## config.mk

```make
export PLATFORM = sky130hd
export DESIGN_NAME = bounded_ordered_list_engine_unit
export DESIGN_NICKNAME = d
export VERILOG_FILES = /design/src/rtl/bole_pkg.sv /design/src/rtl/bounded_ordered_list_engine_unit.sv /design/src/rtl/bole_cell.sv
export SDC_FILE = /design/constraint.sdc
export NUM_CORES = 2
export LEC_CHECK = 0
export ABC_AREA = 0
export BUFFER_PORTS_ARGS = -buffer_cell sky130_fd_sc_hd__buf_2
export CORE_ASPECT_RATIO = 1.75
export CORE_MARGIN = 2
export CORE_UTILIZATION = 30
export CTS_CLUSTER_SIZE = 25
export DETAILED_ROUTE_END_ITERATION = 8
export PLACE_DENSITY = 0.55
export REMOVE_ABC_BUFFERS = 1
export SETUP_SLACK_MARGIN = 0.05
export SYNTH_ARGS = -nofsm -noshare
export SYNTH_HDL_FRONTEND = slang
export SYNTH_SLANG_ARGS = --single-unit
```

## constraint.sdc

```tcl
create_clock -name clk -period 6.95 [get_ports clk]
set_input_delay 0.695 -clock clk [delete_from_list [all_inputs] [get_ports clk]]
set_output_delay 0.695 -clock clk [all_outputs]
set_load 0.05 [all_outputs]
```

## src/rtl/bole_pkg.sv

```systemverilog
// Package for the bounded ordered list engine.
// Holds the list depth, the action and status codes, and the cell control types.
// Depends on nothing; every other file of the block uses it.
package bole_pkg;

  // Number of cells in the chain, one list entry per cell.
  localparam int LIST_DEPTH = 16;
  // Width of the entry count, wide enough to hold LIST_DEPTH itself.
  localparam int CNT_W = $clog2(LIST_DEPTH + 1);
  // Width of one list entry.
  localparam int VAL_W = 32;

  // Action codes of a request.
  localparam logic [2:0] ACT_INS_HEAD = 3'd0;
  localparam logic [2:0] ACT_APPEND   = 3'd1;
  localparam logic [2:0] ACT_DELETE   = 3'd2;
  localparam logic [2:0] ACT_CLEAR    = 3'd3;
  localparam logic [2:0] ACT_DUMP     = 3'd4;

  // Status codes of a result.
  localparam logic [2:0] ST_OK       = 3'd0;
  localparam logic [2:0] ST_FULL     = 3'd1;
  localparam logic [2:0] ST_RANGE    = 3'd2;
  localparam logic [2:0] ST_NOTFOUND = 3'd3;
  localparam logic [2:0] ST_EMPTY    = 3'd4;

  // What a cell does with its entry at each clock edge.
  typedef enum logic [2:0] {
    CELL_KEEP,    // hold the entry
    CELL_SHIFT,   // take the entry of the left neighbor (toward the head)
    CELL_LOAD,    // take the request value
    CELL_DELETE,  // take the right neighbor's entry at or after the first match
    CELL_ROTATE   // take the right neighbor's entry, or the head at the tail
  } cell_op_t;

  // Control that the top level hands to each cell.
  typedef struct packed {
    cell_op_t op;
    logic     valid;  // the cell holds a live entry
    logic     wrap;   // the cell holds the tail entry
  } cell_ctl_t;

endpackage

```

## src/rtl/bounded_ordered_list_engine_unit.sv

```systemverilog
// Top level of the bounded ordered list engine: control, count and the cell chain.
// Depends on bole_pkg and bole_cell.
//
// Usage:
//   A request (in_action, in_value) is taken at a rising edge where start is
//   high and busy is low. Results come on the out_ ports, each valid for exactly
//   one cycle while out_valid is high; the receiver takes every one of them.
//   Insert at head, append, delete, clear and unused codes give a single result
//   (out_last high) that appears the cycle after the request,
//   and a new request may follow in the very next cycle.
//   Dump of N entries rotates the chain once per cycle, reading the head cell:
//   busy stays high while the N entries are read, and the results appear one per
//   cycle once the state register is in the dump state, head first, out_last on the tail entry.
//   A dump of an empty list gives a single empty result the cycle after the request.
//   Insert shifts the whole chain and delete the cells from the first match on, in the same cycle;
//   the first-match flag ripples through the cells, which sets the delete path.
//   Reset (rst_n low, synchronous) empties the list and drops out_valid; the
//   cell contents are left as they are and never read until written again.
module bounded_ordered_list_engine_unit (
  input  logic                             clk,
  input  logic                             rst_n,
  input  logic                             start,
  output logic                             busy,
  input  logic [2:0]                       in_action,
  input  logic signed [bole_pkg::VAL_W-1:0] in_value,
  output logic                             out_valid,
  output logic [2:0]                       out_status,
  output logic signed [bole_pkg::VAL_W-1:0] out_entry_value,
  output logic [4:0]                       out_entry_count,
  output logic                             out_last
);

  typedef enum logic {
    S_IDLE,
    S_DUMP
  } state_t;

  state_t                        state_r;
  logic [bole_pkg::CNT_W-1:0]    count_r;
  logic [bole_pkg::CNT_W-1:0]    count_nxt;
  logic [bole_pkg::CNT_W-1:0]    idx_r;
  logic                          out_valid_r;
  logic [2:0]                    out_status_r;
  logic [bole_pkg::VAL_W-1:0]    out_value_r;
  logic [bole_pkg::CNT_W-1:0]    out_count_r;
  logic                          out_last_r;

  logic                          accept;
  logic                          full;
  logic                          empty;
  logic                          range_bad;
  logic                          found;
  logic [2:0]                    status;
  logic                          dump_last;
  logic [bole_pkg::VAL_W-1:0]    req_value;

  bole_pkg::cell_ctl_t           cell_ctl   [bole_pkg::LIST_DEPTH];
  logic [bole_pkg::VAL_W-1:0]    cell_value [bole_pkg::LIST_DEPTH];
  logic                          seen       [bole_pkg::LIST_DEPTH+1];

  assign busy      = (state_r == S_DUMP);
  assign accept    = start && !busy;
  assign req_value = in_value;
  assign full      = (count_r == bole_pkg::CNT_W'(bole_pkg::LIST_DEPTH));
  assign empty     = (count_r == '0);
  // Values outside the half range have their two top bits unequal.
  assign range_bad = (in_value[bole_pkg::VAL_W-1] != in_value[bole_pkg::VAL_W-2]);
  assign found     = seen[bole_pkg::LIST_DEPTH];
  assign dump_last = (idx_r == count_r - bole_pkg::CNT_W'(1));
  assign seen[0]   = 1'b0;

  // Status and new count of a single-result request.
  always_comb begin
    status    = bole_pkg::ST_OK;
    count_nxt = count_r;
    case (in_action)
      bole_pkg::ACT_INS_HEAD: begin
        if (range_bad) begin
          status = bole_pkg::ST_RANGE;
        end else if (full) begin
          status = bole_pkg::ST_FULL;
        end else begin
          count_nxt = count_r + bole_pkg::CNT_W'(1);
        end
      end
      bole_pkg::ACT_APPEND: begin
        if (full) begin
          status = bole_pkg::ST_FULL;
        end else begin
          count_nxt = count_r + bole_pkg::CNT_W'(1);
        end
      end
      bole_pkg::ACT_DELETE: begin
        if (empty) begin
          status = bole_pkg::ST_EMPTY;
        end else if (!found) begin
          status = bole_pkg::ST_NOTFOUND;
        end else begin
          count_nxt = count_r - bole_pkg::CNT_W'(1);
        end
      end
      bole_pkg::ACT_CLEAR: begin
        count_nxt = '0;
      end
      bole_pkg::ACT_DUMP: begin
        if (empty) begin
          status = bole_pkg::ST_EMPTY;
        end
      end
      default: begin
      end
    endcase
  end

  // Per-cell control: the operation is shared but for append; position flags are per cell.
  always_comb begin
    for (int i = 0; i < bole_pkg::LIST_DEPTH; i++) begin
      cell_ctl[i].valid = (bole_pkg::CNT_W'(i) < count_r);
      cell_ctl[i].wrap  = (bole_pkg::CNT_W'(i) == count_r - bole_pkg::CNT_W'(1));
      cell_ctl[i].op    = bole_pkg::CELL_KEEP;
      if (busy) begin
        cell_ctl[i].op = bole_pkg::CELL_ROTATE;
      end else if (accept) begin
        case (in_action)
          bole_pkg::ACT_INS_HEAD: begin
            if (!range_bad && !full) begin
              cell_ctl[i].op = bole_pkg::CELL_SHIFT;
            end
          end
          bole_pkg::ACT_APPEND: begin
            if (!full && (bole_pkg::CNT_W'(i) == count_r)) begin
              cell_ctl[i].op = bole_pkg::CELL_LOAD;
            end
          end
          bole_pkg::ACT_DELETE: begin
            cell_ctl[i].op = bole_pkg::CELL_DELETE;
          end
          default: begin
          end
        endcase
      end
    end
  end

  // The chain of cells, head at cell 0.
  for (genvar g = 0; g < bole_pkg::LIST_DEPTH; g++) begin : g_cell
    logic [bole_pkg::VAL_W-1:0] left_value;
    logic [bole_pkg::VAL_W-1:0] right_value;

    if (g == 0) begin : g_head
      assign left_value = req_value;
    end else begin : g_body
      assign left_value = cell_value[g-1];
    end

    if (g == bole_pkg::LIST_DEPTH - 1) begin : g_tail
      assign right_value = cell_value[0];
    end else begin : g_mid
      assign right_value = cell_value[g+1];
    end

    bole_cell u_cell (
      .clk         (clk),
      .ctl         (cell_ctl[g]),
      .in_value    (req_value),
      .left_value  (left_value),
      .right_value (right_value),
      .head_value  (cell_value[0]),
      .seen_in     (seen[g]),
      .seen_out    (seen[g+1]),
      .entry_value (cell_value[g])
    );
  end

  // State, count and registered result.
  always_ff @(posedge clk) begin
    if (!rst_n) begin
      state_r     <= S_IDLE;
      count_r     <= '0;
      idx_r       <= '0;
      out_valid_r <= 1'b0;
    end else begin
      out_valid_r <= 1'b0;
      unique case (state_r)
        S_IDLE: begin
          if (accept) begin
            if ((in_action == bole_pkg::ACT_DUMP) && !empty) begin
              state_r <= S_DUMP;
              idx_r   <= '0;
            end else begin
              count_r      <= count_nxt;
              out_valid_r  <= 1'b1;
              out_status_r <= status;
              out_value_r  <= '0;
              out_count_r  <= count_nxt;
              out_last_r   <= 1'b1;
            end
          end
        end
        S_DUMP: begin
          out_valid_r  <= 1'b1;
          out_status_r <= bole_pkg::ST_OK;
          out_value_r  <= cell_value[0];
          out_count_r  <= count_r;
          out_last_r   <= dump_last;
          idx_r        <= idx_r + bole_pkg::CNT_W'(1);
          if (dump_last) begin
            state_r <= S_IDLE;
          end
        end
        default: begin
          state_r <= S_IDLE;
        end
      endcase
    end
  end

  assign out_valid       = out_valid_r;
  assign out_status      = out_status_r;
  assign out_entry_value = out_value_r;
  assign out_entry_count = 5'(out_count_r);
  assign out_last        = out_last_r;

`ifndef SYNTHESIS
  // A request that is not a dump of a live list gives one final result next cycle.
  a_single_result: assert property (@(posedge clk) disable iff (!rst_n)
    (accept && !((in_action == bole_pkg::ACT_DUMP) && !empty))
      |=> (out_valid && out_last))
    else $error("single-result request did not give a final result");

  // The count never exceeds the chain length.
  a_count_bound: assert property (@(posedge clk) disable iff (!rst_n)
    count_r <= bole_pkg::CNT_W'(bole_pkg::LIST_DEPTH))
    else $error("entry count beyond list depth");

  // A dump only runs over a live list and stays within it.
  a_dump_live: assert property (@(posedge clk) disable iff (!rst_n)
    busy |-> (!empty && (idx_r < count_r)))
    else $error("dump running past the list");

  // Results with a status other than ok, which are never dump entries, carry a zero value.
  a_zero_value: assert property (@(posedge clk) disable iff (!rst_n)
    (out_valid && (out_status != bole_pkg::ST_OK)) |-> (out_entry_value == '0))
    else $error("non-ok result with nonzero value");
`endif

endmodule

```

## src/rtl/bole_cell.sv

```systemverilog
// One cell of the list chain: holds one entry and compares it with the request.
// Passes the first-match flag on to its right neighbor.
// Depends on bole_pkg.
module bole_cell (
  input  logic                        clk,
  input  bole_pkg::cell_ctl_t         ctl,
  input  logic [bole_pkg::VAL_W-1:0]  in_value,
  input  logic [bole_pkg::VAL_W-1:0]  left_value,
  input  logic [bole_pkg::VAL_W-1:0]  right_value,
  input  logic [bole_pkg::VAL_W-1:0]  head_value,
  input  logic                        seen_in,
  output logic                        seen_out,
  output logic [bole_pkg::VAL_W-1:0]  entry_value
);

  logic [bole_pkg::VAL_W-1:0] entry_r;
  logic [bole_pkg::VAL_W-1:0] entry_nxt;
  logic                       hit;

  // A live entry equal to the request value is a match.
  assign hit         = ctl.valid && (entry_r == in_value);
  assign seen_out    = seen_in || hit;
  assign entry_value = entry_r;

  // Select the next entry from the neighbors or the request.
  always_comb begin
    unique case (ctl.op)
      bole_pkg::CELL_KEEP:   entry_nxt = entry_r;
      bole_pkg::CELL_SHIFT:  entry_nxt = left_value;
      bole_pkg::CELL_LOAD:   entry_nxt = in_value;
      bole_pkg::CELL_DELETE: entry_nxt = (seen_in || hit) ? right_value : entry_r;
      bole_pkg::CELL_ROTATE: entry_nxt = ctl.wrap ? head_value : right_value;
      default:               entry_nxt = entry_r;
    endcase
  end

  // Entry storage needs no reset; only live entries are ever read.
  always_ff @(posedge clk) begin
    entry_r <= entry_nxt;
  end

endmodule
```

* Word-level counts from Yosys, hierarchy flattened *
Index checks and enable logic that the tools add are counted.

operators by class
  add/sub/neg operators = 3
  $lt $le $gt $ge = 16
  equal/unequal tests = 136
  mux-type cells = 145
  bitwise gates (word level) = 2
  reductions and logical operators = 93

operator list
  cell                                               count
  one-hot mux 32 bit (4 select lines)                15
  2-to-1 mux 32 bit                                  33
  == test 32 bit                                     16
  == test 3 x 2 -> 1 bit, second input constant      34
  one-hot mux 32 bit (3 select lines)                1
  == test 4 x 5 -> 1 bit, first input constant       15
  2-to-1 mux 3 bit                                   25
  one-hot mux 2 bit (3 select lines)                 11
  one-hot mux 32 bit (2 select lines)                1
  nonzero test 4 bit                                 15
  2-to-1 mux 2 bit                                   29
  == test 3 x 1 -> 1 bit, second input constant      17
  == test 3 bit, second input constant               17
  one-hot mux 3 bit (3 select lines)                 5
  == test 3 x 5 -> 1 bit, first input constant       8
  < comparator 4 x 5 -> 1 bit, first input constant  8
  2-to-1 mux 5 bit                                   8
  logical AND 1 bit                                  35
  AND reduction 2 bit                                16
  != test 2 x 1 -> 1 bit, second input constant      15
  == test 2 x 5 -> 1 bit, first input constant       4
  < comparator 3 x 5 -> 1 bit, first input constant  4
  one-hot mux 5 bit (2 select lines)                 2
  one-hot mux 5 bit (4 select lines)                 1
  21 further kinds                                   60

word-level totals
  flip-flop bits (word level) = 565
  output and inout bits = 43
  logic and storage cells = 419

* Logic depth before layout (Yosys ltp) *
  depth in word-level cells = 23
  mapped depth = 14
  mapped depth without buffers = 10

* Hierarchy *
A second synthesis with hierarchy kept.

unflattened totals
  cell total of the unflattened synthesis = 4037
  area, all modules = 39107.5 µm²

by module, submodules not included
  module                            times used  cells an instance  area an instance (µm²)  seq. area each (µm²)
  bole_cell                         16          231                2242.2                  960.9
  bounded_ordered_list_engine_unit  1           341                3233.1                  1471.4

* Worst setup path after synthesis *
Ideal clock, no wire load.

  path type = input to register
  start point = in in_action[0]
  end point = reg g_cell[11].u_cell.entry_r (netlist bit g_cell[11].u_cell.entry_value[0]) (enable)
  library setup time = 0.470 ns
  arrival time = 4.718 ns
  setup slack = 1.762 ns
  stages = 7
  path buffers = 3
  cells stage by stage = clkbuf_1 or4b_2 o31ai_1 nand2_1 clkbuf_1 clkbuf_1 a21boi_0

on the way
  cells in the longest elaborated chain, start to end = 7

ends and longest elaborated chain
  element                                                                               line                                     source
  start: declaration                                                                    bounded_ordered_list_engine_unit.sv:24   input logic [2:0] in_action,
  == test 3 x 2 -> 1 bit, or another cell as far along                                  bounded_ordered_list_engine_unit.sv:124  case (in_action)
  one-hot mux 3 bit (3 select lines) (*)                                                bounded_ordered_list_engine_unit.sv:124
  2-to-1 mux 3 bit (*)                                                                  bounded_ordered_list_engine_unit.sv:123  end else if (accept) begin
  2-to-1 mux 3 bit (*)                                                                  bounded_ordered_list_engine_unit.sv:121  if (busy) begin
  == test 3 x 2 -> 1 bit, or another cell as far along                                  bole_cell.sv:27                          unique case (ctl.op)
  != test 2 x 1 -> 1 bit (no source line) / nonzero test 4 bit (equally long branches)  --
  AND reduction 2 bit (no source line) (*)                                              --
  end signal: assignment                                                                bole_cell.sv:39                          entry_r <= entry_nxt;
  end: declaration                                                                      bole_cell.sv:16                          logic [bole_pkg::VAL_W-1:0] entry_r;

Mark *: on every way between the ends. The rest lies on a longest branch, timed or not.
A chain may end at the register's enable or synchronous reset.

* Worst setup path after layout *
  start point = reg state_r, in the netlist busy
  end point = reg g_cell[4].u_cell.entry_r (netlist bit g_cell[4].u_cell.entry_value[30]), data pin

on the way
  cells in the longest elaborated chain, start to end = 6

ends and longest elaborated chain
  element                                      line                                     source
  start: declaration                           bounded_ordered_list_engine_unit.sv:38   state_t state_r;
  start signal: assignment                     bounded_ordered_list_engine_unit.sv:178  state_r <= S_IDLE;
  start signal: assignment                     bounded_ordered_list_engine_unit.sv:188  state_r <= S_DUMP;
  start signal: assignment                     bounded_ordered_list_engine_unit.sv:208  state_r <= S_IDLE;
  zero test 1 bit                              bounded_ordered_list_engine_unit.sv:62   assign accept = start && !busy;
  logical AND 1 bit                            bounded_ordered_list_engine_unit.sv:62
  2-to-1 mux 2 bit                             bounded_ordered_list_engine_unit.sv:123
  2-to-1 mux 3 bit (*)                         bounded_ordered_list_engine_unit.sv:121
  == test 3 bit, or another cell as far along  bole_cell.sv:27
  one-hot mux 32 bit (4 select lines) (*)      bole_cell.sv:27
  net g_cell[4].u_cell.entry_nxt (one bit)     bole_cell.sv:17                          logic [bole_pkg::VAL_W-1:0] entry_nxt;
  end signal: assignment                       bole_cell.sv:39
  end: declaration                             bole_cell.sv:16

The timed path passes the listed nets; every way through them passes the cells marked *.

==> run_results.csv <==
group,metric,value,unit
status,outcome,"complete, but fails checks",
status,violations,"design-rule violations, max-capacitance violations, max-slew violations",
finish,finalNonFillerCells,5446,
run,cap_viol_max_count,2,
setup_path,worstPathMaxFanout,69,
grt,grt_pass1_vias,32800,
yosys,seq_area_frac_synth,0.426,
yosys,synth-edff-count,553,
clock_network,clkTransAtPathRegs,80,ps
routing,ant_nets,0,
routing,first_pass_iters,9,
setup_path,setup.worst_path.end_class,"flip-flop",
clock_network,cts_tree,"done",
setup_path,critPathKind,"reg2reg",
grt,grt_max_degree,161,
clock_network,cts_resized,0,
power,clkPwrFrac,0.354,
clock_network,ctsHoldBuffers,0,
floorplanning,core_area,131000,um^2
routing,vias,34000,
routing,drc,1,
floorplanning,die_h,484,um
timing,slew_headroom,-0.0607,
power,power.combinational.fraction,0.189,
yosys,syn_area_per_cell,10.2,um^2
power,netSwitchingFraction,0.325,
placement,place_area,41300,um^2
clock_network,postCtsSetupBuffers,0,
power,p_switching,3.02,mW
routing,detail_route.wl_per_cell,34.7,um
yosys,synthTopCellsByArea,"edfxtp_1, a222oi_1, mux2_2",
timing,hold_viol,0,
grt,grt.overflow.total,0,
yosys,syn_inst,3897,
clock_network,cts_buffer_depth,3,
power,power.internal,6.28,mW
timing,fmax,190,MHz
power,seqPwrFrac,0.457,
yosys,yosysWarnings,0,
finish,nets,3745,
grt,antenna_found_initial,19,
yosys,yosysTopAreaCell,"edfxtp_1",
placement,dp_cells,5333,
yosys,ys.flop_type,"edfxtp_1",
yosys,synth.top_cell.area_share,0.420,
yosys,async_flop_share,0,
setup_path,arrival,5810,ps
finish,design_area,43200,um^2
clock_network,insertion_delay,720,ps
floorplanning,pin_count,81,
routing,vias_per_cell,6.24,
routing,wl,189,mm
placement,gp_congestion,1.10,
placement,port_buffers,80,
min_path,hold_path.class,"in2reg",
setup_path,cp.required,7500,ps
clock_network,cts_root_buffer,"clkbuf_16",
timing,finalMaxSlewViolations,2,
yosys,netlist-cell-type-count,72,
timing,setup_viol,0,
clock_network,tritoncts.num_buffers,56,
timing,worst_pin_slew,1580,ps
yosys,ys_ff_latch,565,
timing,fin_worst_skew,37.3,ps
power,pwr_density_cell,215,nW/um^2
clock_network,htreeDepth,2,
clock_network,cts.sinks,565,
timing,fin_crit_sh,0.757,
floorplanning,die_w,279,um
placement,dpl.hpwl,137,mm
power,ir_worst_vdd,0.193,mV
setup_path,worst_setup_path_start_kind,"flip-flop",
floorplanning,start_util,0.302,
timing,min_period,5260,ps
floorplanning,rows,176,
timing,rsz0062_at_grt,"no",
finish,drive_gt1_frac,0.181,
power,p_leak,14.3,nW
routing,drt_iter0_markers,5079,
grt,grt_use_total,0.273,
grt,grt_pass1_wl,262,mm
yosys,synth_area,39600,um^2
finish,syn2layout_area_growth,9.16,%
floorplanning,die_area,135000,um^2
-- cell usage in the layout (no fill, tap or decap), types with 5 or more instances in the layout --
cell type and n:
edfxtp_1 553, nand2_1 417, a222oi_1 384, mux2_2 326, xnor2_1 300, a21oi_1 297, nor2_1 270, xor2_1 223
buf_4 119, nand4_1 83, mux2i_1 80, buf_2 80, and2_1 63, nor4_1 63, clkbuf_16 58, nand3_1 51
o21ai_0 49, o221ai_1 36, nor3_1 31, inv_1 20, a22oi_1 18, clkinv_2 17, a221oi_1 12, a21oi_4 12
mux2_1 11, dfxtp_1 11, nor2_2 10, clkinv_1 10, diode_2 9, and2_0 9, clkbuf_1 9, nand2b_1 7
ha_1 7, nand2_2 6, nor3_2 6, bufinv_16 6, o21ai_4 5
-- metrics by stage --
| step | setup slack [ps] | util | setup TNS, ps | total power [mW] | hold WS, ps |
|---|---|---|---|---|---|
| 2_1_floorplan | -7860 | - | -6651970 | 5.14 | 471 |
| 3_3_place_gp | 1340 | 0.315 | 0 | 5.96 | 532 |
| 3_5_place_dp | 1390 | 0.315 | 0 | 5.98 | 535 |
| 4_1_cts | 1860 | 0.329 | 0 | 9.23 | 277 |
| 5_1_grt | 1590 | 0.329 | 0 | 9.50 | 270 |
| 6_report | 1690 | 0.329 | 0 | 9.30 | 282 |
-- kinds of logic (layout without fill, tap and decap cells) --
kind of cell    count (synthesis)  count (layout)  share of synthesized area
flops                         565             565                      0.426
buf+inv                       478             327                     0.0536
mux                           417             417                      0.116
other cells                     0               9                          0
compound gates                858             858                      0.166
simple gates                 1049            1049                      0.120
xor+xnor                      523             523                      0.116
fa+ha+maj                       7               7                    0.00221
-- state kept, by name, indices dropped and copies added (netlist names) --
name	cells
out_entry_count	5
out_entry_value	32
idx_r	5
out_status	3
g_cell.u_cell.entry_value	512
out_valid	1
out_last	1
count_r	5
busy	1
-- critical path, stage by stage (launching register included) --
cell	delay, ps
dfxtp_4	520
and2b_1	340
nor2b_1	590
and2_1	430
o21a_1	170
buf_4	360
and2_4	740
buf_4	780
buf_4	580
a222oi_1	220
a21oi_1	210
-- cell type report --
cell class,count,area [um^2]
antenna,9,22.5
clock buffer,67,1490
inverter,22,83.8
timing repair buffer,201,1330
tap,1691,2120
clock inverter,37,349
fill,13400,88000
multi-input combinational,2854,21000
sequential,565,16800
-- layer usage --
metal	vias to the layer above	routed length (um)	track usage
met1	16800	60300	0.279
met5	-	123	0
met4	20	24000	0.280
met2	2070	91700	0.466
met3	551	13000	0.0416
li1	14600	-	-
-- worst paths after layout --
check	start	endpoint	slack [ps]	depth (start not counted)
hold reg to reg	idx_r[4]	idx_r[4]	540	1
hold / removal	rst_n	count_r[0]	280	2
setup reg to reg	busy	g_cell[4].u_cell.entry_value[30]	1690	10
setup / recovery	busy	g_cell[4].u_cell.entry_value[30]	1690	10
-- cells in the mapped netlist, types with 36 or more instances --
master and count:
a21oi_1 310, buf_2 115, mux2_2 326, buf_4 39, and2_1 64, nor2_1 283
nand3_1 51, nor4_1 63, o221ai_1 36, o21ai_0 49, nand2_1 423, nand4_1 83
xor2_1 223, mux2i_1 80, edfxtp_1 553, clkbuf_1 273, xnor2_1 300, nor3_1 36
a222oi_1 384
-- power by group through the flow --
stage / combinational [mW] / clock, mW / sequential [mW]
finish: 1.76 / 3.29 / 4.25
global route: 1.81 / 3.42 / 4.27
CTS: 1.67 / 3.32 / 4.24
detailed placement: 1.67 / 0 / 4.32
global placement: 1.65 / 0 / 4.31
floorplan: 0.858 / 0 / 4.28
Power figures use the tool's default switching activity.
